`src/hdl/iut_pkg.sv`:
```
// Shared types and constants for the interval union table.
// No dependencies; used by controller, datapath, top level and checker.
package iut_pkg;

	localparam int CAPACITY_DEF    = 32;
	localparam int VALUE_WIDTH_DEF = 32;

	localparam logic [1:0] STAT_OK   = 2'd0;
	localparam logic [1:0] STAT_FULL = 2'd1;
	localparam logic [1:0] STAT_REV  = 2'd2;

	localparam logic KIND_HIT = 1'b0;
	localparam logic KIND_SUM = 1'b1;

	localparam logic REQ_CLEAR = 1'b1;

	typedef struct packed {
		logic       load;
		logic       clear;
		logic       scan_eval;
		logic       bwd;
		logic       dec_bwd;
		logic       dec_fwd;
		logic       mv_wr;
		logic       wr_merge;
		logic       emit_sum;
		logic       sum_zero;
		logic [1:0] sum_stat;
	} iut_cmd_t;

	typedef struct packed {
		logic req_clear;
		logic req_rev;
		logic ptr_at_cnt;
		logic ptr_at_first;
		logic ev_hit;
		logic ev_past;
		logic out_free;
		logic hits_zero;
		logic full;
	} iut_sts_t;

endpackage

```
`src/hdl/iut_datapath.sv`:
```
// Datapath: interval table memory, scan/move pointers, merge registers
// and the output register. Depends on iut_pkg.
module iut_datapath import iut_pkg::*; #(
	parameter int CAPACITY    = CAPACITY_DEF,
	parameter int VALUE_WIDTH = VALUE_WIDTH_DEF
) (
	input  logic                   clk,
	input  logic                   arst_n,
	input  iut_cmd_t               cmd,
	output iut_sts_t               sts,
	input  logic                   in_clear,
	input  logic [VALUE_WIDTH-1:0] in_left,
	input  logic [VALUE_WIDTH-1:0] in_right,
	output logic                   out_valid,
	input  logic                   out_ready,
	output logic                   out_kind,
	output logic [VALUE_WIDTH-1:0] out_left,
	output logic [VALUE_WIDTH-1:0] out_right,
	output logic [1:0]             out_stat,
	output logic                   out_last
);
	localparam int IW    = $clog2(CAPACITY);
	localparam int CW    = $clog2(CAPACITY + 1);
	localparam int DEPTH = 1 << IW;
	localparam int VW    = VALUE_WIDTH;

	logic [2*VW-1:0] mem [DEPTH];
	logic [2*VW-1:0] rd_q;
	logic [CW-1:0]   cnt_q, ptr_q, first_q, hits_q;
	logic [VW-1:0]   lo_q, hi_q, mlo_q, mhi_q;
	logic            ov_q;

	logic [VW-1:0]   rd_l, rd_r;
	logic [CW-1:0]   ptr_dec, dst_fwd;
	logic [IW-1:0]   rd_addr, wr_addr;
	logic            we;
	logic [2*VW-1:0] wd;
	logic            emit_hit, out_load;

	assign rd_l    = rd_q[VW-1:0];
	assign rd_r    = rd_q[2*VW-1:VW];
	assign ptr_dec = ptr_q - 1'b1;
	assign dst_fwd = ptr_q - hits_q + 1'b1;
	assign rd_addr = cmd.bwd ? ptr_dec[IW-1:0] : ptr_q[IW-1:0];

	assign we      = cmd.mv_wr || cmd.wr_merge;
	assign wr_addr = cmd.wr_merge ? first_q[IW-1:0] :
	                 (cmd.bwd ? ptr_q[IW-1:0] : dst_fwd[IW-1:0]);
	assign wd      = cmd.wr_merge ? {mhi_q, mlo_q} : rd_q;

	always_ff @(posedge clk) begin
		if (we) begin
			mem[wr_addr] <= wd;
		end
		rd_q <= mem[rd_addr];
	end

	always_comb begin
		sts.req_clear    = (in_clear == REQ_CLEAR);
		sts.req_rev      = in_left > in_right;
		sts.ptr_at_cnt   = ptr_q == cnt_q;
		sts.ptr_at_first = ptr_q == first_q;
		sts.ev_hit       = (rd_l <= hi_q) && (rd_r >= lo_q);
		sts.ev_past      = rd_l > hi_q;
		sts.out_free     = !ov_q || out_ready;
		sts.hits_zero    = hits_q == '0;
		sts.full         = cnt_q == CW'(CAPACITY);
	end

	assign emit_hit = cmd.scan_eval && sts.ev_hit;
	assign out_load = emit_hit || cmd.emit_sum;

	always_ff @(posedge clk or negedge arst_n) begin
		if (!arst_n) begin
			cnt_q   <= '0;
			ptr_q   <= '0;
			first_q <= '0;
			hits_q  <= '0;
		end else begin
			if (cmd.load) begin
				ptr_q  <= '0;
				hits_q <= '0;
			end
			if (cmd.clear) begin
				cnt_q <= '0;
			end
			if (cmd.scan_eval) begin
				if (sts.ev_hit) begin
					hits_q <= hits_q + 1'b1;
					if (sts.hits_zero) begin
						first_q <= ptr_q;
					end
					ptr_q <= ptr_q + 1'b1;
				end else if (!sts.ev_past) begin
					ptr_q <= ptr_q + 1'b1;
				end
			end
			// no overlap: insertion point is where the scan stopped
			if (cmd.dec_bwd) begin
				first_q <= ptr_q;
				ptr_q   <= cnt_q;
			end
			if (cmd.dec_fwd) begin
				ptr_q <= first_q + hits_q;
			end
			if (cmd.mv_wr) begin
				ptr_q <= cmd.bwd ? ptr_dec : ptr_q + 1'b1;
			end
			if (cmd.wr_merge) begin
				cnt_q <= cmd.bwd ? cnt_q + 1'b1 : cnt_q - hits_q + 1'b1;
			end
		end
	end

	always_ff @(posedge clk) begin
		if (cmd.load) begin
			lo_q  <= in_left;
			hi_q  <= in_right;
			mlo_q <= in_left;
			mhi_q <= in_right;
		end else if (emit_hit) begin
			if (rd_l < mlo_q) begin
				mlo_q <= rd_l;
			end
			if (rd_r > mhi_q) begin
				mhi_q <= rd_r;
			end
		end
	end

	always_ff @(posedge clk or negedge arst_n) begin
		if (!arst_n) begin
			ov_q <= 1'b0;
		end else if (out_load) begin
			ov_q <= 1'b1;
		end else if (out_ready) begin
			ov_q <= 1'b0;
		end
	end

	always_ff @(posedge clk) begin
		if (emit_hit) begin
			out_kind  <= KIND_HIT;
			out_left  <= rd_l;
			out_right <= rd_r;
			out_stat  <= STAT_OK;
			out_last  <= 1'b0;
		end else if (cmd.emit_sum) begin
			out_kind  <= KIND_SUM;
			out_left  <= cmd.sum_zero ? '0 : mlo_q;
			out_right <= cmd.sum_zero ? '0 : mhi_q;
			out_stat  <= cmd.sum_stat;
			out_last  <= 1'b1;
		end
	end

	assign out_valid = ov_q;

endmodule

```
`src/hdl/iut_ctrl.sv`:
```
// Controller FSM: sequences scan, shift and merge-write of one request.
// Depends on iut_pkg; drives iut_datapath through command/status structs.
module iut_ctrl import iut_pkg::*; (
	input  logic     clk,
	input  logic     arst_n,
	input  logic     in_valid,
	output logic     in_ready,
	input  iut_sts_t sts,
	output iut_cmd_t cmd
);
	typedef enum logic [2:0] {
		S_IDLE, S_SUM, S_SC_RD, S_SC_EV, S_DEC, S_MV_RD, S_MV_WR, S_MERGE
	} state_t;

	state_t     state_q;
	logic       ready_q, bwd_q, zero_q;
	logic [1:0] stat_q;
	logic       mv_done;

	assign in_ready = ready_q;
	assign mv_done  = bwd_q ? sts.ptr_at_first : sts.ptr_at_cnt;

	always_comb begin
		cmd          = '0;
		cmd.bwd      = bwd_q;
		cmd.sum_zero = zero_q;
		cmd.sum_stat = stat_q;
		unique case (state_q)
			S_IDLE: begin
				cmd.load  = in_valid;
				cmd.clear = in_valid && sts.req_clear;
			end
			S_SC_EV: cmd.scan_eval = sts.out_free || !sts.ev_hit;
			S_DEC: begin
				cmd.dec_bwd = sts.hits_zero && !sts.full;
				cmd.dec_fwd = !sts.hits_zero;
			end
			S_MV_WR: cmd.mv_wr    = 1'b1;
			S_MERGE: cmd.wr_merge = 1'b1;
			S_SUM:   cmd.emit_sum = sts.out_free;
			default: ;
		endcase
	end

	always_ff @(posedge clk or negedge arst_n) begin
		if (!arst_n) begin
			state_q <= S_IDLE;
			ready_q <= 1'b1;
			bwd_q   <= 1'b0;
			zero_q  <= 1'b0;
			stat_q  <= STAT_OK;
		end else begin
			unique case (state_q)
				S_IDLE: begin
					if (in_valid) begin
						ready_q <= 1'b0;
						bwd_q   <= 1'b0;
						zero_q  <= sts.req_clear;
						priority if (sts.req_clear) begin
							stat_q  <= STAT_OK;
							state_q <= S_SUM;
						end else if (sts.req_rev) begin
							stat_q  <= STAT_REV;
							state_q <= S_SUM;
						end else begin
							stat_q  <= STAT_OK;
							state_q <= S_SC_RD;
						end
					end
				end
				S_SUM: begin
					if (sts.out_free) begin
						ready_q <= 1'b1;
						state_q <= S_IDLE;
					end
				end
				S_SC_RD: state_q <= sts.ptr_at_cnt ? S_DEC : S_SC_EV;
				S_SC_EV: begin
					// stall while a hit waits for the output register
					if (sts.out_free || !sts.ev_hit) begin
						state_q <= (sts.ev_past && !sts.ev_hit) ? S_DEC : S_SC_RD;
					end
				end
				S_DEC: begin
					if (sts.hits_zero && sts.full) begin
						stat_q  <= STAT_FULL;
						state_q <= S_SUM;
					end else begin
						bwd_q   <= sts.hits_zero;
						state_q <= S_MV_RD;
					end
				end
				S_MV_RD: state_q <= mv_done ? S_MERGE : S_MV_WR;
				S_MV_WR: state_q <= S_MV_RD;
				S_MERGE: state_q <= S_SUM;
				default: state_q <= S_IDLE;
			endcase
		end
	end

endmodule

```
`src/hdl/interval_union_table_unit.sv`:
```
// Top level of the interval union table: stream ports, controller, datapath.
// Depends on iut_pkg, iut_ctrl, iut_datapath.
//
//  channel   dir  handshake              payload
//  s_axis    in   tvalid/tready          tuser: req_type; tdata: left_end, right_end
//  m_axis    out  tvalid/tready, tlast   tuser: item_kind, status; tdata: out_left, out_right
//
// One request at a time; the input is ready only while idle.
// Clear and reversed requests go straight to the summary. Other requests scan the table
// one entry at a time, a read state then an evaluate state, up to the first entry past
// the interval; a dropped insert then ends. An insert shifts the tail through the table
// memory, a read state and a write state per entry, then writes the merged interval.
// Output stalls hold the scan and the summary. Reset empties the table at once; no clearing pass.
module interval_union_table_unit import iut_pkg::*; #(
	parameter int CAPACITY    = CAPACITY_DEF,
	parameter int VALUE_WIDTH = VALUE_WIDTH_DEF,
	localparam int TDW = ((2 * VALUE_WIDTH + 7) / 8) * 8
) (
	input  logic           clk,
	input  logic           arst_n,
	input  logic           s_axis_tvalid,
	output logic           s_axis_tready,
	input  logic [TDW-1:0] s_axis_tdata,  // left_end, right_end, zero pad
	input  logic [0:0]     s_axis_tuser,  // req_type
	output logic           m_axis_tvalid,
	input  logic           m_axis_tready,
	output logic [TDW-1:0] m_axis_tdata,  // out_left, out_right, zero pad
	output logic [2:0]     m_axis_tuser,  // item_kind, status[1:0]
	output logic           m_axis_tlast
);
	localparam int VW = VALUE_WIDTH;

	iut_cmd_t        cmd;
	iut_sts_t        sts;
	logic            out_kind, out_last;
	logic [VW-1:0]   out_left, out_right;
	logic [1:0]      out_stat;

	iut_ctrl u_ctrl (
		.clk      (clk),
		.arst_n   (arst_n),
		.in_valid (s_axis_tvalid),
		.in_ready (s_axis_tready),
		.sts      (sts),
		.cmd      (cmd)
	);

	iut_datapath #(
		.CAPACITY    (CAPACITY),
		.VALUE_WIDTH (VALUE_WIDTH)
	) u_dp (
		.clk       (clk),
		.arst_n    (arst_n),
		.cmd       (cmd),
		.sts       (sts),
		.in_clear  (s_axis_tuser[0]),
		.in_left   (s_axis_tdata[VW-1:0]),
		.in_right  (s_axis_tdata[2*VW-1:VW]),
		.out_valid (m_axis_tvalid),
		.out_ready (m_axis_tready),
		.out_kind  (out_kind),
		.out_left  (out_left),
		.out_right (out_right),
		.out_stat  (out_stat),
		.out_last  (out_last)
	);

	assign m_axis_tdata = TDW'({out_right, out_left});
	assign m_axis_tuser = {out_stat, out_kind};
	assign m_axis_tlast = out_last;

endmodule

```
`config.mk`:
```
export PLATFORM = sky130hd
export DESIGN_NAME = interval_union_table_unit
export DESIGN_NICKNAME = d
export VERILOG_FILES = /design/src/hdl/iut_pkg.sv /design/src/hdl/iut_datapath.sv /design/src/hdl/iut_ctrl.sv /design/src/hdl/interval_union_table_unit.sv
export SDC_FILE = /design/constraint.sdc
export NUM_CORES = 2
export LEC_CHECK = 0
export BUFFER_PORTS_ARGS = -buffer_cell sky130_fd_sc_hd__buf_2
export CAP_MARGIN = 20
export CORE_MARGIN = 3
export CORE_UTILIZATION = 50
export DETAILED_ROUTE_END_ITERATION = 10
export GPL_TIMING_DRIVEN = 0
export PLACE_DENSITY_LB_ADDON = 0.08
export SETUP_SLACK_MARGIN = 0.05
export SYNTH_ARGS = -nofsm -noshare
export SYNTH_HDL_FRONTEND = slang
export SYNTH_SLANG_ARGS = --single-unit
```
`constraint.sdc`:
```
create_clock -name clk -period 8.6 [get_ports clk]
set_input_delay 1.72 -clock clk [delete_from_list [all_inputs] [get_ports clk]]
set_output_delay 1.72 -clock clk [all_outputs]
set_load 0.1 [all_outputs]
```
Word-level counts from Yosys, hierarchy flattened
Memories as Yosys holds them, arrays and structs flattened. A register that Yosys moved wholly into a read port is not among the register bits.
Index checks and enable logic that the tools add are counted.
W data, S select, Z words.
{"block": "op_classes", "n_mux": 65, "eq_ne": 15, "magnitude_cmp": 6, "addsub": 9, "reduce_logical": 35}
{"cell": "$mux W32", "count": 12}
{"cell": "$mux W6", "count": 18}
{"cell": "$gt A32 B32 Y1", "count": 3}
{"cell": "$mux W64", "count": 1}
{"cell": "$ge A32 B32 Y1", "count": 1}
{"cell": "$le A32 B32 Y1", "count": 1}
{"cell": "$lt A32 B32 Y1", "count": 1}
{"cell": "$add A6 B1 Y6 const B", "count": 4}
{"cell": "$pmux W3 S8", "count": 1}
{"cell": "$reduce_bool A2 Y1", "count": 11}
{"cell": "$mux W3", "count": 7}
{"cell": "$mux W5", "count": 3}
{"cell": "$reduce_and A3 Y1", "count": 5}
{"cell": "$mux W2", "count": 7}
{"cell": "$mux W1", "count": 13}
{"cell": "$eq A3 B3 Y1 const B", "count": 4}
{"cell": "$eq A6 B6 Y1", "count": 2}
{"cell": "$add A6 B6 Y6", "count": 1}
{"cell": "$eq A3 B2 Y1 const B", "count": 2}
{"cell": "$eq A6 B6 Y1 const B", "count": 1}
{"cell": "$logic_and A1 B1 Y1", "count": 6}
{"cell": "$logic_not A6 Y1", "count": 1}
{"cell": "$ne A2 B1 Y1 const B", "count": 3}
{"cell": "$reduce_and A2 Y1", "count": 3}
{"cell": "other kinds (11)", "count": 19}
{"block": "word_totals", "reg_bits": 228, "input_bits": 69, "out_inout_bits": 70, "ram_bits": 2048, "elab_cells": 149, "n_memories": 1}
{"memory": "u_dp.mem", "depth": 32, "width": 64, "read_ports": 1, "rd_ports_with_merged_regs": 1, "wr": 1, "line_no": "iut_datapath.sv:27", "text": "logic [2*VW-1:0] mem [DEPTH];"}

Longest topological paths before layout
{"block": "logic_depth", "ltp_word": 9, "depth_mapped": 14, "ltp_nobuf": 13}

Modules after synthesis
Synthesis repeated with hierarchy kept, for this count alone.
{"block": "unflattened", "cells_unflattened": 4437, "hier_area_um2": 94179.1}
{"module": "iut_datapath", "n_inst": 1, "area_per_inst_um2": 93632.3, "seq_area_each_um2": 69231.4, "cells_per_inst": 4375}
{"module": "iut_ctrl", "n_inst": 1, "area_per_inst_um2": 539.3, "seq_area_each_um2": 201.4, "cells_per_inst": 61}
{"module": "interval_union_table_unit", "n_inst": 1, "area_per_inst_um2": 7.5, "seq_area_each_um2": 0.0, "cells_per_inst": 1}

Worst setup path after synthesis
OpenSTA, ideal clock, no wires.
{"block": "synth_timing", "path_type": "register to register", "startpoint": "register u_dp.ptr_q[1]", "endpoint": "memory u_dp.mem[24][0] in the netlist's numbering, enable pin", "synth_period_minus_slack_ps": 5525, "arrival_ps": 5039, "setup_ps": 487, "stages_incl_launch_ff": 14, "slack_ps": 3075, "t_required_ps": 8113, "path_buffers": 1, "cell_sequence": "dfrtp_1 > clkbuf_1 > inv_1 > ha_1 > inv_1 > ha_1 > inv_1 > fa_1 > xor2_1 > o211ai_1 > o21ai_0 > nor2_1 > nand2_1 > nor2_1"}
{"block": "synth_via", "elab_chain_cells": 4}
{"item": "from (decl)", "line_no": "iut_datapath.sv:29", "text": "logic [CW-1:0] cnt_q, ptr_q, first_q, hits_q;"}
{"item": "from (signal assigned)", "line_no": "iut_datapath.sv:93", "text": "ptr_q <= ptr_q + 1'b1;"}
{"item": "from (signal assigned)", "line_no": "iut_datapath.sv:95", "text": "ptr_q <= ptr_q + 1'b1;"}
{"item": "from (signal assigned)", "line_no": "iut_datapath.sv:101", "text": "ptr_q <= cnt_q;"}
{"item": "$sub A5 B5 Y5", "line_no": "iut_datapath.sv:43", "text": "assign dst_fwd = ptr_q - hits_q + 1'b1;"}
{"item": "$add A5 B1 Y5", "line_no": "iut_datapath.sv:43"}
{"item": "$mux W5 (*)", "line_no": "iut_datapath.sv:48", "text": "(cmd.bwd ? ptr_q[IW-1:0] : dst_fwd[IW-1:0]);"}
{"item": "$mux W5 (*)", "line_no": "iut_datapath.sv:47", "text": "assign wr_addr = cmd.wr_merge ? first_q[IW-1:0] :"}
{"item": "to (decl)", "line_no": "iut_datapath.sv:27"}
Mark *: on every way between the ends. The rest lies on a longest branch, timed or not.

Final worst setup path
{"block": "layout_timing", "startpoint": "register u_dp.ptr_q[0]", "endpoint": "register u_dp.rd_q[50] (read register of u_dp.mem)"}
{"block": "layout_via", "elab_chain_cells": 2}
{"item": "$sub A6 B1 Y6", "line_no": "iut_datapath.sv:42", "text": "assign ptr_dec = ptr_q - 1'b1;"}
{"item": "$mux W5 (*)", "line_no": "iut_datapath.sv:44", "text": "assign rd_addr = cmd.bwd ? ptr_dec[IW-1:0] : ptr_q[IW-1:0];"}
{"item": "to (decl)", "line_no": "iut_datapath.sv:28", "text": "logic [2*VW-1:0] rd_q;"}
Marks and branches as above.
A chain may end at the register's enable or synchronous reset.

==> summary.txt <==
Crit path launch -> u_dp.ptr_q[0]$_DFF_PN0_
Final Hold Fails -> 0
Complex-gate fraction of the synthesized area -> 2.48%
Antenna violations before repair -> 16
PostCTS Resize Cnt -> 0
Largest stage delay, worst path -> 860 ps
Layout Nets -> 5434
Post-Synthesis Cell Area -> 93600 sq um
Die X -> 439 microns
Dpl ws -> 3200 ps
First drt pass iteration count -> 6
Setup ws final -> 3290 ps
Post-synthesis adder-cell area fraction -> 2.58%
Commonest cells post-synth -> 2240 x edfxtp_1, 640 x mux4_2, 323 x nand2_1
CTS Hold Bufs -> 0
Postcts setup bufs -> 0
DRT iter0 DRCs -> 5498
Clock sink count -> 2340
TNS Setup -> 0 ps
Vias in the first global route -> 47.9k
Max-cap viol count -> 0
Area share of the largest cell type after synthesis -> 71.9%
Required time of the critical path -> 9340 ps
Growth of design area from synthesis to finish -> 17.4%
First-pass GRT wire length -> 373000 microns
Tmin final -> 5310 ps
Number of flops mapped to enable cells by yosys -> 2240
Mean routed wirelength per cell -> 33.8 microns
R2R Path Start -> u_dp.ptr_q[0]$_DFF_PN0_
Worst-path maximum fanout -> 10
FP Rows -> 158
RSZ-0062 raised after global routing -> no
Die Y -> 439 microns
Leakage power total -> 36.7 nW
Area contributors post-synth -> edfxtp_1 72%, mux4_2 15%, ha_1 2.5%
Crit path DAT -> 6050 ps
Worst vdd ir -> 0.000243 V
Worst setup SP type -> register
Layout cells sized above 1 -> 29.2%
Fin crit share -> 61.8%
Fillers -> 13.4k
Asr flop ratio synth -> 1.41%
Clk Latency, worst-skew pair -> 880 ps
Register area -> 69400 sq um
RePlAce Congestion -> 0.923
Buffers on Ports -> 138
Ports -> 139
Crit Path Class -> reg2reg
Yosys top cell by area -> edfxtp_1
Most common cell in the netlist -> edfxtp_1
Mux cell area share after synthesis -> 16.4%
GR Util All Layers -> 28.0%
Clk slew on worst S/H paths -> 60 ps
FF-to-FF setup slack -> 3290 ps
Die area -> 192000 sq um
XOR/XNOR Fraction of Synth Area -> 0.346%
Multi-input gate area -> 23100 sq um
Initial Utilization -> 50.4%
CP Capture Point -> u_dp.rd_q[50]$_DFF_P_
Vias per cell -> 6.12
Overflow after GRT -> 0
Core area -> 186000 sq um
TritonCTS clock tree -> yes
Reg2Reg Depth -> 9
CP max stage cell -> buf_1
Largest family of logic cells by synthesized area -> multiplexers
Worst path cell trace -> clkbuf_1 > inv_1 > ha_1 > clkbuf_1 > clkbuf_2 > buf_1 > mux4_2 > mux4_2 > mux2_2
Post-Synthesis Cells -> 4575
DRC -> 0
Crit path depth -> 9
Syn nets -> 4835
Register bit total from synthesis -> 2340
Final max-slew violation count -> 0
Simple-Gate Fraction of Synth Area -> 2.30%
Slew HR -> 20.9%
Tot Pwr -> 46.0 mW
Worst-Margin Slew -> 1180 ps
H-tree levels -> 4
Vias -> 48.2k
Hpwl dp -> 186000 microns
Setup Skew -> 31.4 ps
Worst r2r dst -> u_dp.rd_q[50]$_DFF_P_
Most used DFF post-synth -> edfxtp_1
Max Freq -> 0.188 GHz
Yosys cell types -> 67
Critical path capture point type -> register
Routed WL -> 266000 microns
Total CTS buffers -> 235
Sequential element share of the synthesized area -> 74.2%
CTS Buffer Depth -> 3
Crit path buffers/inverters -> 5
Antenna Violating Nets Remaining -> 0
Root Buffer -> clkbuf_16
Setup violations, final -> 0
PwrDens -> 419 nW/um^2
Yosys Warn Count -> 0
Largest net degree at the start of global routing -> 56
Layout Utilization -> 59.2%
Syn_area_per_cell -> 20.4 sq um
Status -> complete, no violations
Type of the tightest min-delay check -> reg2reg
Cell family with most CP delay -> buffers and inverters
-- flip-flops by register name, summed over array words and instances (netlist names) --
register / cells
u_dp.rd_q: 64
u_dp.hits_q: 6
u_dp.mem: 2048
u_ctrl.in_ready: 1
u_ctrl.zero_q: 1
u_dp.hi_q: 32
u_dp.out_kind: 1
u_dp.out_stat: 2
u_ctrl.bwd_q: 1
u_dp.mhi_q: 32
u_dp.out_left: 32
u_dp.out_valid: 1
u_dp.lo_q: 32
u_ctrl.state_q: 3
u_dp.mlo_q: 32
u_dp.out_right: 32
u_dp.ptr_q: 6
u_dp.cnt_q: 6
u_dp.first_q: 6
u_ctrl.stat_q: 2
-- report_power, final --
part	internal (mW)	total (mW)	leakage, nW	switching, mW
registers	15.3	15.9	21.2	0.597
logic	8.31	19.7	11.7	11.4
clock network	5.97	10.4	3.85	4.44
-- per-layer routing --
layer  GRT usage, %  share of wire [%]  wire length [microns]
met5              0                  0                      0
met4           11.3                4.4                  11700
met3           4.24                6.1                  16200
met2           46.2                 50                 134000
met1           37.7                 39                 105000
-- per-stage QoR --
stage	std cells	area [sq um]	hold WS, ps
global placement	7193	97300	474
global route	7869	110000	535
floorplan	4575	93600	447
detailed placement	7398	102000	474
finish	7874	110000	508
CTS	7844	110000	509
-- worst min path at each step --
stage                                       from                      endpoint  cells past startpoint
floorplan           u_ctrl.stat_q[0]$_DFFE_PN0P_  u_ctrl.stat_q[0]$_DFFE_PN0P_                      2
global placement    u_ctrl.stat_q[0]$_DFFE_PN0P_  u_ctrl.stat_q[0]$_DFFE_PN0P_                      2
finish              u_ctrl.stat_q[0]$_DFFE_PN0P_  u_ctrl.stat_q[0]$_DFFE_PN0P_                      2
global route        u_ctrl.stat_q[0]$_DFFE_PN0P_  u_ctrl.stat_q[0]$_DFFE_PN0P_                      2
detailed placement  u_ctrl.stat_q[0]$_DFFE_PN0P_  u_ctrl.stat_q[0]$_DFFE_PN0P_                      2
CTS                 u_ctrl.stat_q[0]$_DFFE_PN0P_  u_ctrl.stat_q[0]$_DFFE_PN0P_                      2
-- cells by family (layout without fill, tap and decap cells) --
group,Yosys count,in the layout
mux,726,726
xor+xnor,37,37
fa+ha+maj,191,191
flops,2340,2340
compound gates,372,372
other cells,0,11
buf+inv,408,1216
simple gates,501,501
-- final cells by class --
cell class / count / share of cell area (%)
Multi-Input combinational cell: 1827 / 21.0
Antenna cell: 11 / 0.0251
Sequential cell: 2340 / 63.2
Clock buffer: 288 / 5.68
Timing Repair Buffer: 362 / 4.29
Inverter: 192 / 0.656
Buffer: 216 / 0.778
Tap cell: 2480 / 2.83
Clock inverter: 158 / 1.51
-- worst min-delay path, stage by stage (launching register included) --
cell and delay (ps):
dfrtp_1 360, nand2_1 60, nand2_1 60
-- cell usage in the layout (no fill, tap or decap), types with 67 or more instances in the layout --
master | netlist | layout
a21oi_1 | 69 | 69
ha_1 | 188 | 188
clkbuf_16 | 0 | 237
dfxtp_1 | 67 | 67
buf_2 | 19 | 157
o21ai_0 | 140 | 74
mux2_2 | 68 | 68
edfxtp_1 | 2240 | 2240
clkbuf_1 | 142 | 171
inv_1 | 191 | 191
buf_8 | 0 | 106
nand2_1 | 323 | 323
buf_12 | 0 | 95
mux4_2 | 640 | 640
(Power assumes the default switching activity.)
